<file path="src/rtl/core/csvfs_pkg.sv">
// Shared constants and helpers for the CSV field splitter.
package csvfs_pkg;

    // Field length counter width and size register width
    localparam int LENGTH_BITS_DEFAULT = 12;
    localparam int SIZE_W              = 13;
    localparam logic [SIZE_W-1:0] SIZE_RESET = 13'd256;

    // Byte codes of interest
    localparam logic [7:0] QUOTE_CHAR = 8'h22;
    localparam logic [7:0] COMMA_CHAR = 8'h2C;
    localparam logic [7:0] TAB_CHAR   = 8'h09;
    localparam logic [7:0] SPACE_CHAR = 8'h20;
    localparam logic [7:0] CR_CHAR    = 8'h0D;
    localparam logic [7:0] LF_CHAR    = 8'h0A;
    localparam logic [7:0] NUL_CHAR   = 8'h00;

    // True for the whitespace class of separators
    function automatic logic is_space_sep(input logic [7:0] b);
        return (b == TAB_CHAR) || (b == SPACE_CHAR) || (b == CR_CHAR) ||
               (b == LF_CHAR) || (b == NUL_CHAR);
    endfunction

endpackage

</file>
<file path="src/rtl/core/csv_field_splitter_top.sv">
// CSV field splitter: byte stream in, field characters and field ends out.
//
// Usage:
//   Input channel (in_valid / in_stall) carries one byte per request, or an
//   end_of_input marker that closes the open field. Output channel
//   (out_valid / out_stall) carries at most one result per input request:
//   a field character (char_valid), a field end (field_end) with the
//   running field length, or both when a field is cut at the size limit.
//   cfg_we / cfg_wdata write max_field_size; write it only while idle.
// Timing:
//   A request taken at a clock edge is decoded from the input register
//   stage and its result is written to the output register, or to the skid
//   register while a result waits. One request per cycle is sustained
//   while skid is empty; quote, whitespace and count flags update per request.
// Stall:
//   A two-entry output (result register plus skid register) keeps taking
//   requests while one result waits; in_stall rises only when the skid
//   register is full, and results are never dropped or repeated.
// Reset:
//   rst_n clears all flags, the field count and the channels, and loads
//   max_field_size with 256.
module csv_field_splitter_top
    import csvfs_pkg::*;
#(
    parameter int LENGTH_BITS = LENGTH_BITS_DEFAULT
)
(
    input  logic                   clk,
    input  logic                   rst_n,
    // configuration
    input  logic                   cfg_we,
    input  logic [SIZE_W-1:0]      cfg_wdata,
    // input channel
    input  logic                   in_valid,
    output logic                   in_stall,
    input  logic [7:0]             in_byte,
    input  logic                   end_of_input,
    // output channel
    output logic                   out_valid,
    input  logic                   out_stall,
    output logic                   char_valid,
    output logic [7:0]             out_char,
    output logic                   field_end,
    output logic [LENGTH_BITS-1:0] field_length
);

    localparam int CMP_W = (LENGTH_BITS + 1 > SIZE_W) ? LENGTH_BITS + 1 : SIZE_W;
    localparam logic [CMP_W-1:0] LEN_CAP = CMP_W'(1) << LENGTH_BITS;

    // Configuration register
    logic [SIZE_W-1:0] max_size_reg;

    // Input register stage
    logic       s1_valid_reg;
    logic [7:0] s1_byte_reg;
    logic       s1_eoi_reg;

    // Parser state
    logic                   in_quotes_reg, in_quotes_next;
    logic                   quote_pend_reg, quote_pend_next;
    logic                   skip_space_reg, skip_space_next;
    logic [LENGTH_BITS-1:0] char_count_reg, char_count_next;

    // Result register and skid register
    logic                   out_valid_reg;
    logic                   out_cv_reg;
    logic [7:0]             out_char_reg;
    logic                   out_end_reg;
    logic [LENGTH_BITS-1:0] out_len_reg;
    logic                   skid_valid_reg;
    logic                   skid_cv_reg;
    logic [7:0]             skid_char_reg;
    logic                   skid_end_reg;
    logic [LENGTH_BITS-1:0] skid_len_reg;

    // Result of the current decode
    logic                   res_valid;
    logic                   res_cv;
    logic [7:0]             res_char;
    logic                   res_end;
    logic [LENGTH_BITS-1:0] res_len;

    logic                   in_take;
    logic                   s1_fire;
    logic                   out_take;
    logic                   is_space;
    logic                   is_quote;
    logic                   is_comma;
    logic                   literal_quote;
    logic                   quotes_after;
    logic [LENGTH_BITS-1:0] count_inc;
    logic [CMP_W-1:0]       size_limit;
    logic                   len_cut;

    // Handshake
    assign in_stall = s1_valid_reg && skid_valid_reg;
    assign in_take  = in_valid && !in_stall;
    assign s1_fire  = s1_valid_reg && !skid_valid_reg;
    assign out_take = out_valid_reg && !out_stall;

    // Hold the size register
    always_ff @(posedge clk or negedge rst_n)
    begin
        if (!rst_n)
        begin
            max_size_reg <= SIZE_RESET;
        end
        else if (cfg_we)
        begin
            max_size_reg <= cfg_wdata;
        end
    end

    // Load the input register
    always_ff @(posedge clk or negedge rst_n)
    begin
        if (!rst_n)
        begin
            s1_valid_reg <= 1'b0;
        end
        else if (in_take)
        begin
            s1_valid_reg <= 1'b1;
        end
        else if (s1_fire)
        begin
            s1_valid_reg <= 1'b0;
        end
    end

    always_ff @(posedge clk)
    begin
        if (in_take)
        begin
            s1_byte_reg <= in_byte;
            s1_eoi_reg  <= end_of_input;
        end
    end

    // Classify the byte and build the length limit
    assign is_space      = is_space_sep(s1_byte_reg);
    assign is_quote      = (s1_byte_reg == QUOTE_CHAR);
    assign is_comma      = (s1_byte_reg == COMMA_CHAR);
    assign literal_quote = quote_pend_reg && is_quote;
    assign quotes_after  = (quote_pend_reg && !is_quote) ? 1'b0 : in_quotes_reg;
    assign count_inc     = char_count_reg + LENGTH_BITS'(1);
    assign size_limit    = (CMP_W'(max_size_reg) > LEN_CAP) ? LEN_CAP : CMP_W'(max_size_reg);
    assign len_cut       = (CMP_W'(count_inc) + CMP_W'(1)) >= size_limit;

    // Decode one byte against the quote and whitespace flags
    always_comb
    begin
        in_quotes_next  = in_quotes_reg;
        quote_pend_next = quote_pend_reg;
        skip_space_next = skip_space_reg;
        char_count_next = char_count_reg;
        res_valid       = 1'b0;
        res_cv          = 1'b0;
        res_char        = 8'h00;
        res_end         = 1'b0;
        res_len         = char_count_reg;
        if (s1_eoi_reg)
        begin
            // close the open field; nothing to report after whitespace
            res_valid       = !skip_space_reg;
            res_end         = 1'b1;
            in_quotes_next  = 1'b0;
            quote_pend_next = 1'b0;
            skip_space_next = 1'b0;
            char_count_next = '0;
        end
        else if (skip_space_reg && is_space)
        begin
            // drop further whitespace
        end
        else
        begin
            skip_space_next = 1'b0;
            quote_pend_next = 1'b0;
            in_quotes_next  = quotes_after;
            if (!literal_quote && is_quote)
            begin
                // open quotes, or wait for the byte after a closing quote
                in_quotes_next  = 1'b1;
                quote_pend_next = quotes_after;
            end
            else if (!literal_quote && !quotes_after && (is_comma || is_space))
            begin
                // separator ends the field
                skip_space_next = !is_comma;
                res_valid       = 1'b1;
                res_end         = 1'b1;
                in_quotes_next  = 1'b0;
                char_count_next = '0;
            end
            else
            begin
                // append a character, cut the field at the size limit
                res_valid = 1'b1;
                res_cv    = 1'b1;
                res_char  = s1_byte_reg;
                res_len   = count_inc;
                res_end   = len_cut;
                if (len_cut)
                begin
                    in_quotes_next  = 1'b0;
                    char_count_next = '0;
                end
                else
                begin
                    char_count_next = count_inc;
                end
            end
        end
    end

    // Advance the parser state
    always_ff @(posedge clk or negedge rst_n)
    begin
        if (!rst_n)
        begin
            in_quotes_reg  <= 1'b0;
            quote_pend_reg <= 1'b0;
            skip_space_reg <= 1'b0;
            char_count_reg <= '0;
        end
        else if (s1_fire)
        begin
            in_quotes_reg  <= in_quotes_next;
            quote_pend_reg <= quote_pend_next;
            skip_space_reg <= skip_space_next;
            char_count_reg <= char_count_next;
        end
    end

    // Steer results into the result register or the skid register
    always_ff @(posedge clk or negedge rst_n)
    begin
        if (!rst_n)
        begin
            out_valid_reg  <= 1'b0;
            skid_valid_reg <= 1'b0;
        end
        else
        begin
            if (skid_valid_reg)
            begin
                if (out_take)
                begin
                    skid_valid_reg <= 1'b0;
                end
            end
            else if (s1_fire && res_valid)
            begin
                if (out_valid_reg && out_stall)
                begin
                    skid_valid_reg <= 1'b1;
                end
                else
                begin
                    out_valid_reg <= 1'b1;
                end
            end
            else if (out_take)
            begin
                out_valid_reg <= 1'b0;
            end
        end
    end

    always_ff @(posedge clk)
    begin
        if (skid_valid_reg)
        begin
            if (out_take)
            begin
                out_cv_reg   <= skid_cv_reg;
                out_char_reg <= skid_char_reg;
                out_end_reg  <= skid_end_reg;
                out_len_reg  <= skid_len_reg;
            end
        end
        else if (s1_fire && res_valid)
        begin
            if (out_valid_reg && out_stall)
            begin
                skid_cv_reg   <= res_cv;
                skid_char_reg <= res_char;
                skid_end_reg  <= res_end;
                skid_len_reg  <= res_len;
            end
            else
            begin
                out_cv_reg   <= res_cv;
                out_char_reg <= res_char;
                out_end_reg  <= res_end;
                out_len_reg  <= res_len;
            end
        end
    end

    // Drive the output channel
    assign out_valid    = out_valid_reg;
    assign char_valid   = out_cv_reg;
    assign out_char     = out_char_reg;
    assign field_end    = out_end_reg;
    assign field_length = out_len_reg;

    // A filled skid register always sits behind a waiting result
    a_skid_behind_out: assert property (@(posedge clk) disable iff (!rst_n)
        skid_valid_reg |-> out_valid_reg)
        else $error("skid register holds a result with no result in front");

    // A pending quote only exists inside quotes
    a_pend_in_quotes: assert property (@(posedge clk) disable iff (!rst_n)
        quote_pend_reg |-> in_quotes_reg)
        else $error("quote pending outside quoted mode");

    // Whitespace skipping follows a closed, empty, unquoted field
    a_skip_clean: assert property (@(posedge clk) disable iff (!rst_n)
        skip_space_reg |-> (!in_quotes_reg && (char_count_reg == '0)))
        else $error("skipping whitespace with an open field");

    // A result without a character is always a field end
    a_empty_is_end: assert property (@(posedge clk) disable iff (!rst_n)
        (out_valid_reg && !out_cv_reg) |-> out_end_reg)
        else $error("result carries neither a character nor a field end");

    // A stalled result holds while the skid register is full
    a_stall_hold: assert property (@(posedge clk) disable iff (!rst_n)
        ($past(skid_valid_reg) && $past(out_stall) && skid_valid_reg) |->
        $stable(out_char_reg))
        else $error("waiting result changed under stall");

endmodule
</file>
<file path="config.mk">
export PLATFORM = sky130hd
export DESIGN_NAME = csv_field_splitter_top
export DESIGN_NICKNAME = d
export VERILOG_FILES = /design/src/rtl/core/csvfs_pkg.sv /design/src/rtl/core/csv_field_splitter_top.sv
export SDC_FILE = /design/constraint.sdc
export NUM_CORES = 1
export LEC_CHECK = 0
export ABC_AREA = 1
export BUFFER_PORTS_ARGS = -buffer_cell sky130_fd_sc_hd__buf_2
export CAP_MARGIN = 0
export CORE_UTILIZATION = 64
export CTS_CLUSTER_SIZE = 28
export DETAILED_ROUTE_END_ITERATION = 6
export PLACE_DENSITY_LB_ADDON = 0.3
export SLEW_MARGIN = 20
export SYNTH_ARGS = -nofsm -noshare
export SYNTH_HDL_FRONTEND = slang
export SYNTH_SLANG_ARGS = --single-unit
</file>
<file path="constraint.sdc">
create_clock -name clk -period 6 [get_ports clk]
set_input_delay 0.3 -clock clk [delete_from_list [all_inputs] [get_ports clk]]
set_output_delay 0.3 -clock clk [all_outputs]
set_load 0.01 [all_outputs]
</file>
==> results of run 1 <==
worst reg2reg max path: cells and delay by family (launching register included):
family	cells	cell delay (ns)
flops	1	0.56
compound gates	1	0.14
fa+ha+maj	2	0.64
buf+inv	3	0.45
xor+xnor	1	0.40
simple gates	13	1.32
where the power goes:
group | switching (mW) | internal, mW
Combinational | 0.391 | 0.199
Sequential | 0.0858 | 0.801
Clock | 0.220 | 0.156
Total | 0.697 | 1.16
Yosys cell counts, drive strengths merged:
| library cell | number | area [sq um] |
|---|---|---|
| buf | 9 | 77.6 |
| nand2 | 195 | 762 |
| o21ai | 23 | 115 |
| dfstp | 1 | 26.3 |
| nand3 | 47 | 253 |
| nor2 | 50 | 254 |
| and2 | 12 | 75.1 |
| o21bai | 3 | 22.5 |
| dfrtp | 30 | 751 |
| nand3b | 1 | 7.51 |
| clkbuf | 7 | 26.3 |
| and3 | 1 | 6.26 |
| ha | 15 | 188 |
| a21oi | 6 | 30.0 |
| inv | 67 | 254 |
| or2 | 1 | 6.26 |
| nor3 | 3 | 20.0 |
| nand4 | 12 | 75.1 |
| a31oi | 1 | 6.26 |
| nor4 | 1 | 6.26 |
| xor2 | 9 | 78.8 |
| edfxtp | 53 | 1590 |
| mux2 | 4 | 45.0 |
| a21o | 1 | 7.51 |
worst min path at each step:
stage	end	start	cells after the start
finish	s1_byte_reg[1]	in_byte[1]	1
global route	s1_byte_reg[1]	in_byte[1]	1
floorplan	char_count_reg[0]	rst_n	0
CTS	s1_byte_reg[7]	in_byte[7]	1
detailed placement	char_count_reg[10]	rst_n	1
global placement	char_count_reg[10]	rst_n	1
routing by layer:
layer	wire length (microns)	global-route usage [%]
met1	4460	37.8
met2	4890	48.6
met3	383	3.68
met4	235	12.7
met5	0	0
area by class of cell:
| class | count | area share, % |
|---|---|---|
| repair buffers | 52 | 5.19 |
| well taps | 96 | 2.33 |
| multi-input cells | 385 | 38.2 |
| flip-flops and latches | 84 | 45.9 |
| inverters | 67 | 4.93 |
| clock buffers | 10 | 2.48 |
| clock inverters | 6 | 0.922 |
stage by stage:
step | power (mW) | utilization [%] | hold slack (ns) | setup WS, ns
after floorplan | 1.30 | - | 0.00441 | 3.17
after global placement | 1.46 | 71.5 | 0.375 | 2.72
after detailed placement | 1.48 | 71.5 | 0.382 | 2.47
after CTS | 1.85 | 74.1 | 0.0957 | 2.45
after global routing | 1.97 | 74.2 | 0.0953 | 2.12
final | 1.85 | 74.2 | 0.101 | 2.44
cell families (layout without fill, tap and decap cells):
| kind of cell | Yosys count | after routing | share of synthesized area (%) |
|---|---|---|---|
| and+or+nand+nor | 323 | 323 | 31.3 |
| DFF | 84 | 84 | 50.6 |
| buffers and inverters | 83 | 135 | 7.64 |
| AOI/OAI and AO/OA | 34 | 34 | 3.87 |
| adders and majority gates | 15 | 15 | 4.01 |
| xor gates and xnor gates | 9 | 9 | 1.68 |
| muxes | 4 | 4 | 0.961 |
==> results.yml, run 1 <==
detailed_routing:
  dr.pass1.iters: 5
  routed_wl_microns: 9970
  wire_per_inst_microns: 14.2
  ant_nets: 0
  via_per_inst: 5.40
  routed-via-count: 3777
  detail_route.drc_violations: 0
  detail_route.iter0.violations: 285
grt:
  grt_overflow_total: 0
  grt_antenna_before_repair: 0
  grt_first_pass_wirelength_microns: 16700
  first_global_vias: 3641
  grt_max_degree: 32
  globalRouteTotalUtil_pct: 28.9
sta:
  rsz0062_at_grt: "no"
  drv_slew: 0
  max_slew.worst_pin.slew_ns: 0.913
  setup_violations: 0
  maxClockFrequency_ghz: 0.281
  final_min_period_over_clock_period_pct: 59.3
  max_slew_margin_pct: 39.1
  final.setup.tns_ns: 0
  final-hold-violation-count: 0
  layout_min_cycle_time_ns: 3.56
  finalClockSkew_ns: 0.0139
final_layout:
  fraction_of_layout_cells_with_a_size_suffix_above_1_pct: 18.7
  final-instance-count-excl-fill: 700
  seqCellArea_sq_um: 2370
  most-common-layout-cells: "183 x sky130_fd_sc_hd__nand2_1, 57 x sky130_fd_sc_hd__inv_1, 53 x sky130_fd_sc_hd__edfxtp_1"
  area_growth_syn_to_layout_pct: 10.0
  layout.cells.most_common: "sky130_fd_sc_hd__nand2_1"
  layout.nets: 641
  design_area_sq_um: 5150
  max_reg_flops: 13
  diodes: 0
  multi_input_comb_area_sq_um: 1970
  fillCellCount: 534
critical_path:
  max_stage_delay_ns: 0.56
  critical_path_type: "reg2reg"
  path_depth: 20
  crit_arrival_ns: 3.86
  crit_chain: "ha_1 -> nand3_2 -> xor2_1 -> inv_2 -> nor2_1 -> nand2_1 -> nor2_4 -> nand4_1 -> nand2_1 -> inv_1 -> ha_1 -> a21oi_1 -> nor2_1 -> nor2_1 -> nand2_1 -> nor2_1 -> nand3_1 -> inv_1 -> nand3_1 -> nand2_1"
  crit_path_to: "char_count_reg[8]"
  rrSetupSlack_ns: 2.44
  timing.critical_path.required_ns: 6.30
  critical-path-slowest-cell: "sky130_fd_sc_hd__dfrtp_1"
  path_buf_inv: 3
  r2r-end: "char_count_reg[8]"
  worst_setup_path_end_kind: "register"
  start_kind: "register"
  critPathMaxFanout: 12
  timing.critical_path.from: "char_count_reg[0]"
  worst_r2r_path_depth: 20
  critPathTopFamily: "simple AND/OR/NAND/NOR gates"
  crit-reg2reg-launch: "char_count_reg[0]"
synthesis:
  synthesized_instance_count: 552
  synth_warnings: 0
  synth_seq_cells: 84
  post_synth_num_cell_types: 38
  syn-cell-area_sq_um: 4680
  syn-num-nets: 594
  synth-seq-area-share_pct: 50.6
  syn-mean-instance-area_sq_um: 8.49
clock_tree:
  cts_htree_levels: 3
  cts-buffers-inserted: 9
  cts.repair.resized: 0
  post_cts_hold_buffer_count: 1
  cts_setup_buffers: 0
  tritoncts_num_sinks: 84
  clk-insertion-delay-late_ns: 0.37
  clock_tree.root_cell: "sky130_fd_sc_hd__clkbuf_8"
  cts_tree: "done"
  clock_tree.buffer_depth: 2
  clk_transition_reported_paths_ns: 0.10
pwr:
  power_per_cell_area_nw_per_um2: 359
  irDropWorstVdd_v: 0.000190
  p_leak_nw: 2.54
run:
  cap_violations: 0
die:
  number_of_placement_rows: 30
  effective_utilization_at_floorplan_pct: 67.5
  core_region_area_sq_um: 6940
  die_height_microns: 87.6
  floorplan.die.width_microns: 87.6
  die_area_sq_um: 7670
  top_level_ports: 51
placement:
  io_buffers: 50
  dp.cells: 683
  hpwlAfterDp_microns: 7540
  gp_routability_congestion: 0.916
  dpl_cell_area_sq_um: 4960
worst_hold_path:
  hold_path.class: "in2reg"
run_status:
  result_of_the_run: "finished clean"
(Power assumes the default switching activity.)
==> run 2: changes to the inputs <==
CORE_UTILIZATION = 59   (was 64)
clock period = 3.7 ns   (was 6 ns; I/O delays follow)
==> run 2 against run 1 <==
  * Clock power up 77%
  * Clock-buffer cell count down 1
  * Worst setup slack worse by 2.2 ns
  * Global-route usage down 2.4 points
  * Sequential power up 62%
  * Worst hold slack worse by 0.070 ns
  * Sequential share of layout area down 1.4 points
  * Core utilization down 5.1 points
  * Non-clock buffer count up 10
  * Die area up 8.3%
  * Combinational power up 66%
  * Critical path type unchanged
  * Largest cell class unchanged
==> results.yml, run 2 (synthesis gave the netlist of run 1 again) <==
detailed_routing:
  dr.pass1.iters: 5
  wire_per_inst_microns: 14.0
  via_per_inst: 5.31
  detail_route.iter0.violations: 274
  ant_nets: 0
  detail_route.drc_violations: 0
  routed-via-count: 3808
  routed_wl_microns: 10100
critical_path:
  worst_setup_path_end_kind: "register"
  critPathMaxFanout: 11
  critical-path-slowest-cell: "sky130_fd_sc_hd__dfrtp_2"
  max_stage_delay_ns: 0.48
  start_kind: "register"
  critical_path_type: "reg2reg"
  cp_common_cell: "sky130_fd_sc_hd__nand2_1"
  timing.critical_path.from: "char_count_reg[0]"
  crit_chain: "ha_2 -> nand3_2 -> o21ai_1 -> nand2_1 -> nor2_1 -> nand2_1 -> nor2_4 -> nand4_1 -> nand2_1 -> inv_1 -> ha_1 -> a21oi_1 -> nor2_1 -> nor2_1 -> nand2_1 -> nor2_1 -> nand3_2 -> nand2_1 -> nand2_1 -> nand2_1 -> nand2_1"
  critPathTopFamily: "simple AND/OR/NAND/NOR gates"
  crit-reg2reg-launch: "char_count_reg[0]"
  timing.critical_path.required_ns: 3.81
  path_buf_inv: 1
  crit_arrival_ns: 3.53
sta:
  drv_slew: 0
  fin_worst_hold_slack_ns: 0.0314
  layout_min_cycle_time_ns: 3.42
  max_slew_margin_pct: 39.7
  final_min_period_over_clock_period_pct: 92.3
  max_slew.worst_pin.slew_ns: 0.904
  final-hold-violation-count: 0
  setup_violations: 0
  maxClockFrequency_ghz: 0.293
  final.setup.tns_ns: 0
  finalClockSkew_ns: 0.00864
  rsz0062_at_grt: "no"
clock_tree:
  clock_tree.buffer_depth: 2
  clk-insertion-delay-late_ns: 0.36
  cts_htree_levels: 3
  tritoncts_num_sinks: 84
  clock_tree.root_cell: "sky130_fd_sc_hd__clkbuf_8"
  clk_transition_reported_paths_ns: 0.09
  cts-buffers-inserted: 9
  cts_tree: "done"
final_layout:
  utilization_pct: 69.1
  max_reg_flops: 13
  diodes: 0
  most-common-layout-cells: "183 x sky130_fd_sc_hd__nand2_1, 56 x sky130_fd_sc_hd__inv_1, 53 x sky130_fd_sc_hd__edfxtp_1"
  layout.nets: 652
  layout.cells.most_common: "sky130_fd_sc_hd__nand2_1"
  design_area_sq_um: 5310
  fraction_of_layout_cells_with_a_size_suffix_above_1_pct: 19.7
  fillCellCount: 656
  area_growth_syn_to_layout_pct: 13.4
grt:
  globalRouteTotalUtil_pct: 26.5
  first_global_vias: 3755
  grt_first_pass_wirelength_microns: 17400
  grt_antenna_before_repair: 0
  grt_max_degree: 32
  grt_overflow_total: 0
pwr:
  p_leak_nw: 2.59
  irDropWorstVdd_v: 0.000311
  power_per_cell_area_nw_per_um2: 579
placement:
  gp_routability_congestion: 0.870
  io_buffers: 50
  hpwlAfterDp_microns: 7260
  dpl_cell_area_sq_um: 4980
run_status:
  result_of_the_run: "finished clean"
die:
  die_height_microns: 91.1
  floorplan.die.width_microns: 91.1
  number_of_placement_rows: 32
  effective_utilization_at_floorplan_pct: 60.9
  core_region_area_sq_um: 7690
  top_level_ports: 51
  die_area_sq_um: 8300
worst_hold_path:
  worstHoldStart: "cfg_wdata[4]"
  hold_path.class: "in2reg"
run:
  cap_violations: 0
run 2: worst register-to-register path: cells and delay by family (launching register included):
kind	cells	cell delay (ns)
adders and majority gates	2	0.59
AOI/OAI and AO/OA	2	0.30
DFF	1	0.48
and+or+nand+nor	16	1.76
buffers and inverters	1	0.04
run 2: routing by layer:
layer  up-vias  global-route usage (%)  wire length [microns]
li1       1896                       -                      -
met5         -                       0                      0
met4         0                    8.86                    163
met3        23                    4.86                    533
met1      1755                    34.6                   4390
met2       134                    44.5                   4970
run 2: worst paths after layout:
check                                endpoint  cells after the start  slack, ns
setup / recovery                    field_end                     21       0.28
hold / removal                max_size_reg[4]                      3       0.03
setup reg to reg                    field_end                     21       0.28
hold reg to reg            char_count_reg[11]                      2       0.51
max in group asynchronous   char_count_reg[0]                      2       2.80
min in group asynchronous   char_count_reg[3]                      2       0.40
run 2: final cells by class:
cell class                      instances  area (sq um)  area share [%]
Clock buffer                            9           124            2.33
Inverter                               67           258            4.85
Timing Repair inverter                  1          7.51           0.141
Multi-Input combinational cell        385          1990            37.4
Tap cell                              102           128            2.40
Sequential cell                        84          2370            44.6
Clock inverter                          7          73.8            1.39
Timing Repair Buffer                   62           365            6.88
run 2: repair_timing:
item | CTS | global route
endpoints found under the setup margin | 0 | 13
hold endpoints to repair | 39 | 0
hold buffers | 10 | 0
setup buffers | 0 | 0
gates resized for setup | 0 | 7
run 2: per-stage QoR:
step	worst slack, ns	instances	total power [mW]
2_1_floorplan	0.872	552	2.11
3_3_place_gp	0.414	690	2.36
3_5_place_dp	0.204	690	2.41
4_1_cts	0.176	716	3.07
5_1_grt	0.00916	717	3.27
6_report	0.285	717	3.08
run 2: power breakdown:
group | leakage (nW) | internal, mW | switching [mW] | total, mW
sequential | 0.902 | 1.30 | 0.137 | 1.44
clock | 0.100 | 0.315 | 0.349 | 0.664
combinational | 1.59 | 0.333 | 0.644 | 0.977
total | 2.59 | 1.95 | 1.13 | 3.08
==> run 3: changes to the inputs <==
BUFFER_PORTS_ARGS = -buffer_cell sky130_fd_sc_hd__buf_4   (was -buffer_cell sky130_fd_sc_hd__buf_2)
==> run 3 against run 2 <==
  * Final cell count increased by 0.14%
  * Core utilization increased by 1.5 points
  * Routed wire length down 2.3%
  * Sequential cell count did not move
  * Register-to-register slack better by 0.08 ns
  * Clock-buffer cell count up 1
  * Clock skew increased by 0.00058 ns
  * Combinational power grew 7%
==> results.yml, run 3 (synthesis gave the netlist of run 1 again) <==
run_status:
  result_of_the_run: "finished clean"
sta:
  layout_min_cycle_time_ns: 3.34
  maxClockFrequency_ghz: 0.300
  finalClockSkew_ns: 0.00921
  max_slew.worst_pin.slew_ns: 0.929
  final-hold-violation-count: 0
  rsz0062_at_grt: "no"
  setup_violations: 0
  max_slew_margin_pct: 38.1
  final.setup.tns_ns: 0
  final_min_period_over_clock_period_pct: 90.2
  drv_slew: 0
  layout_setup_ws_ns: 0.364
  fin_worst_hold_slack_ns: 0.00594
die:
  top_level_ports: 51
  core_region_area_sq_um: 7690
  die_area_sq_um: 8300
  floorplan.die.width_microns: 91.1
  number_of_placement_rows: 32
  effective_utilization_at_floorplan_pct: 60.9
  die_height_microns: 91.1
final_layout:
  max_reg_flops: 13
  seqCellArea_sq_um: 2370
  design_area_sq_um: 5430
  most-common-layout-cells: "183 x sky130_fd_sc_hd__nand2_1, 56 x sky130_fd_sc_hd__inv_1, 55 x sky130_fd_sc_hd__buf_4"
  fraction_of_layout_cells_with_a_size_suffix_above_1_pct: 19.6
  multi_input_comb_area_sq_um: 1970
  area_growth_syn_to_layout_pct: 15.8
  fillCellCount: 630
  utilization_pct: 70.6
  layout.cells.most_common: "sky130_fd_sc_hd__nand2_1"
  layout.nets: 653
  final-instance-count-excl-fill: 718
  diodes: 0
critical_path:
  worst_setup_path_end_kind: "register"
  crit_arrival_ns: 3.45
  r2r-end: "field_end"
  crit-reg2reg-launch: "char_count_reg[1]"
  worst_r2r_path_depth: 21
  start_kind: "register"
  critPathMaxFanout: 6
  rrSetupSlack_ns: 0.36
  timing.critical_path.from: "char_count_reg[1]"
  timing.critical_path.required_ns: 3.82
  critical_path_type: "reg2reg"
  crit_path_to: "field_end"
grt:
  grt_first_pass_wirelength_microns: 16700
  first_global_vias: 3656
  grt_overflow_total: 0
  grt_antenna_before_repair: 0
  globalRouteTotalUtil_pct: 25.5
  grt_max_degree: 32
clock_tree:
  cts_tree: "done"
  clock_tree.buffer_depth: 2
  clock_tree.root_cell: "sky130_fd_sc_hd__clkbuf_8"
  tritoncts_num_sinks: 84
  clk_transition_reported_paths_ns: 0.09
  cts_htree_levels: 3
  clk-insertion-delay-late_ns: 0.36
  cts-buffers-inserted: 9
worst_hold_path:
  worst_hold_path_cell_count: 1
  hold_path.class: "in2reg"
detailed_routing:
  via_per_inst: 5.29
  detail_route.drc_violations: 0
  wire_per_inst_microns: 13.7
  dr.pass1.iters: 4
  routed_wl_microns: 9820
  routed-via-count: 3799
  detail_route.iter0.violations: 281
  ant_nets: 0
placement:
  io_buffers: 50
  hpwlAfterDp_microns: 7130
  gp_routability_congestion: 0.893
  dp.cells: 690
  place_ws_ns: 0.247
  dpl_cell_area_sq_um: 5100
run:
  cap_violations: 0
pwr:
  total_power_mw: 3.17
  p_leak_nw: 2.64
  power_per_cell_area_nw_per_um2: 584
  irDropWorstVdd_v: 0.000271
==> run 3: cell types whose count changed in the layout (fill, tap and decap cells not counted), moves of 2 or more <==
cell | before | now
sky130_fd_sc_hd__clkinvlp_4 | 3 | 0
sky130_fd_sc_hd__buf_4 | 2 | 55
sky130_fd_sc_hd__buf_2 | 50 | 0
sky130_fd_sc_hd__clkinv_2 | 2 | 0
==> run 3: how the worst min path moves through the flow <==
| stage | startpoint | to | slack [ns] |
|---|---|---|---|
| 3_5_place_dp | rst_n | char_count_reg[3] | 0.14 |
| 5_1_grt | in_byte[5] | s1_byte_reg[5] | 0.002 |
| 3_3_place_gp | rst_n | char_count_reg[3] | 0.13 |
| 2_1_floorplan | rst_n | char_count_reg[0] | -0.11 |
| 6_report | in_byte[5] | s1_byte_reg[5] | 0.006 |
| 4_1_cts | in_byte[5] | s1_byte_reg[5] | 0.01 |
==> run 3: timing repair <==
item                                    4_1_cts  5_1_grt
gates resized for setup                       0        5
endpoints found under the setup margin        0       15
hold buffers                                  9        0
hold endpoints to repair                     38        0
setup buffers                                 0        3
==> run 3: cell type report <==
class / count / area share [%]
timing repair buffer: 64 / 9.27
clock buffer: 10 / 2.35
tap: 102 / 2.35
multi-input combinational: 385 / 36.3
sequential: 84 / 43.7
inverter: 67 / 4.68
clock inverter: 6 / 1.31
==> run 3: worst max-delay path, stage by stage, from the launching register on <==
cell	delay, ns
sky130_fd_sc_hd__dfrtp_2	0.43
sky130_fd_sc_hd__ha_2	0.25
sky130_fd_sc_hd__nor2_1	0.09
sky130_fd_sc_hd__nor2_4	0.19
sky130_fd_sc_hd__inv_2	0.08
sky130_fd_sc_hd__nor3_2	0.19
sky130_fd_sc_hd__inv_1	0.11
sky130_fd_sc_hd__nor2_4	0.14
sky130_fd_sc_hd__nand4_1	0.12
sky130_fd_sc_hd__nand2_1	0.09
sky130_fd_sc_hd__inv_1	0.05
sky130_fd_sc_hd__ha_1	0.32
sky130_fd_sc_hd__a21oi_1	0.16
sky130_fd_sc_hd__nor2_1	0.06
sky130_fd_sc_hd__nor2_1	0.10
sky130_fd_sc_hd__nand2_1	0.08
sky130_fd_sc_hd__nor2_1	0.17
sky130_fd_sc_hd__nand3_1	0.13
sky130_fd_sc_hd__nand2_1	0.09
sky130_fd_sc_hd__nand2_1	0.09
sky130_fd_sc_hd__nand2_1	0.08
sky130_fd_sc_hd__nand2_1	0.07
==> run 3: metal layers <==
layer | vias up | track usage, % | routed length, microns
li1 | 1901 | - | -
met1 | 1769 | 32.9 | 4400
met2 | 109 | 43.8 | 4740
met3 | 20 | 3.60 | 458
met4 | 0 | 9.13 | 219
met5 | - | 0 | 0
==> run 3: report_power, final <==
| group | switching [mW] | internal (mW) |
|---|---|---|
| clock network | 0.358 | 0.321 |
| logic | 0.636 | 0.416 |
| registers | 0.135 | 1.30 |
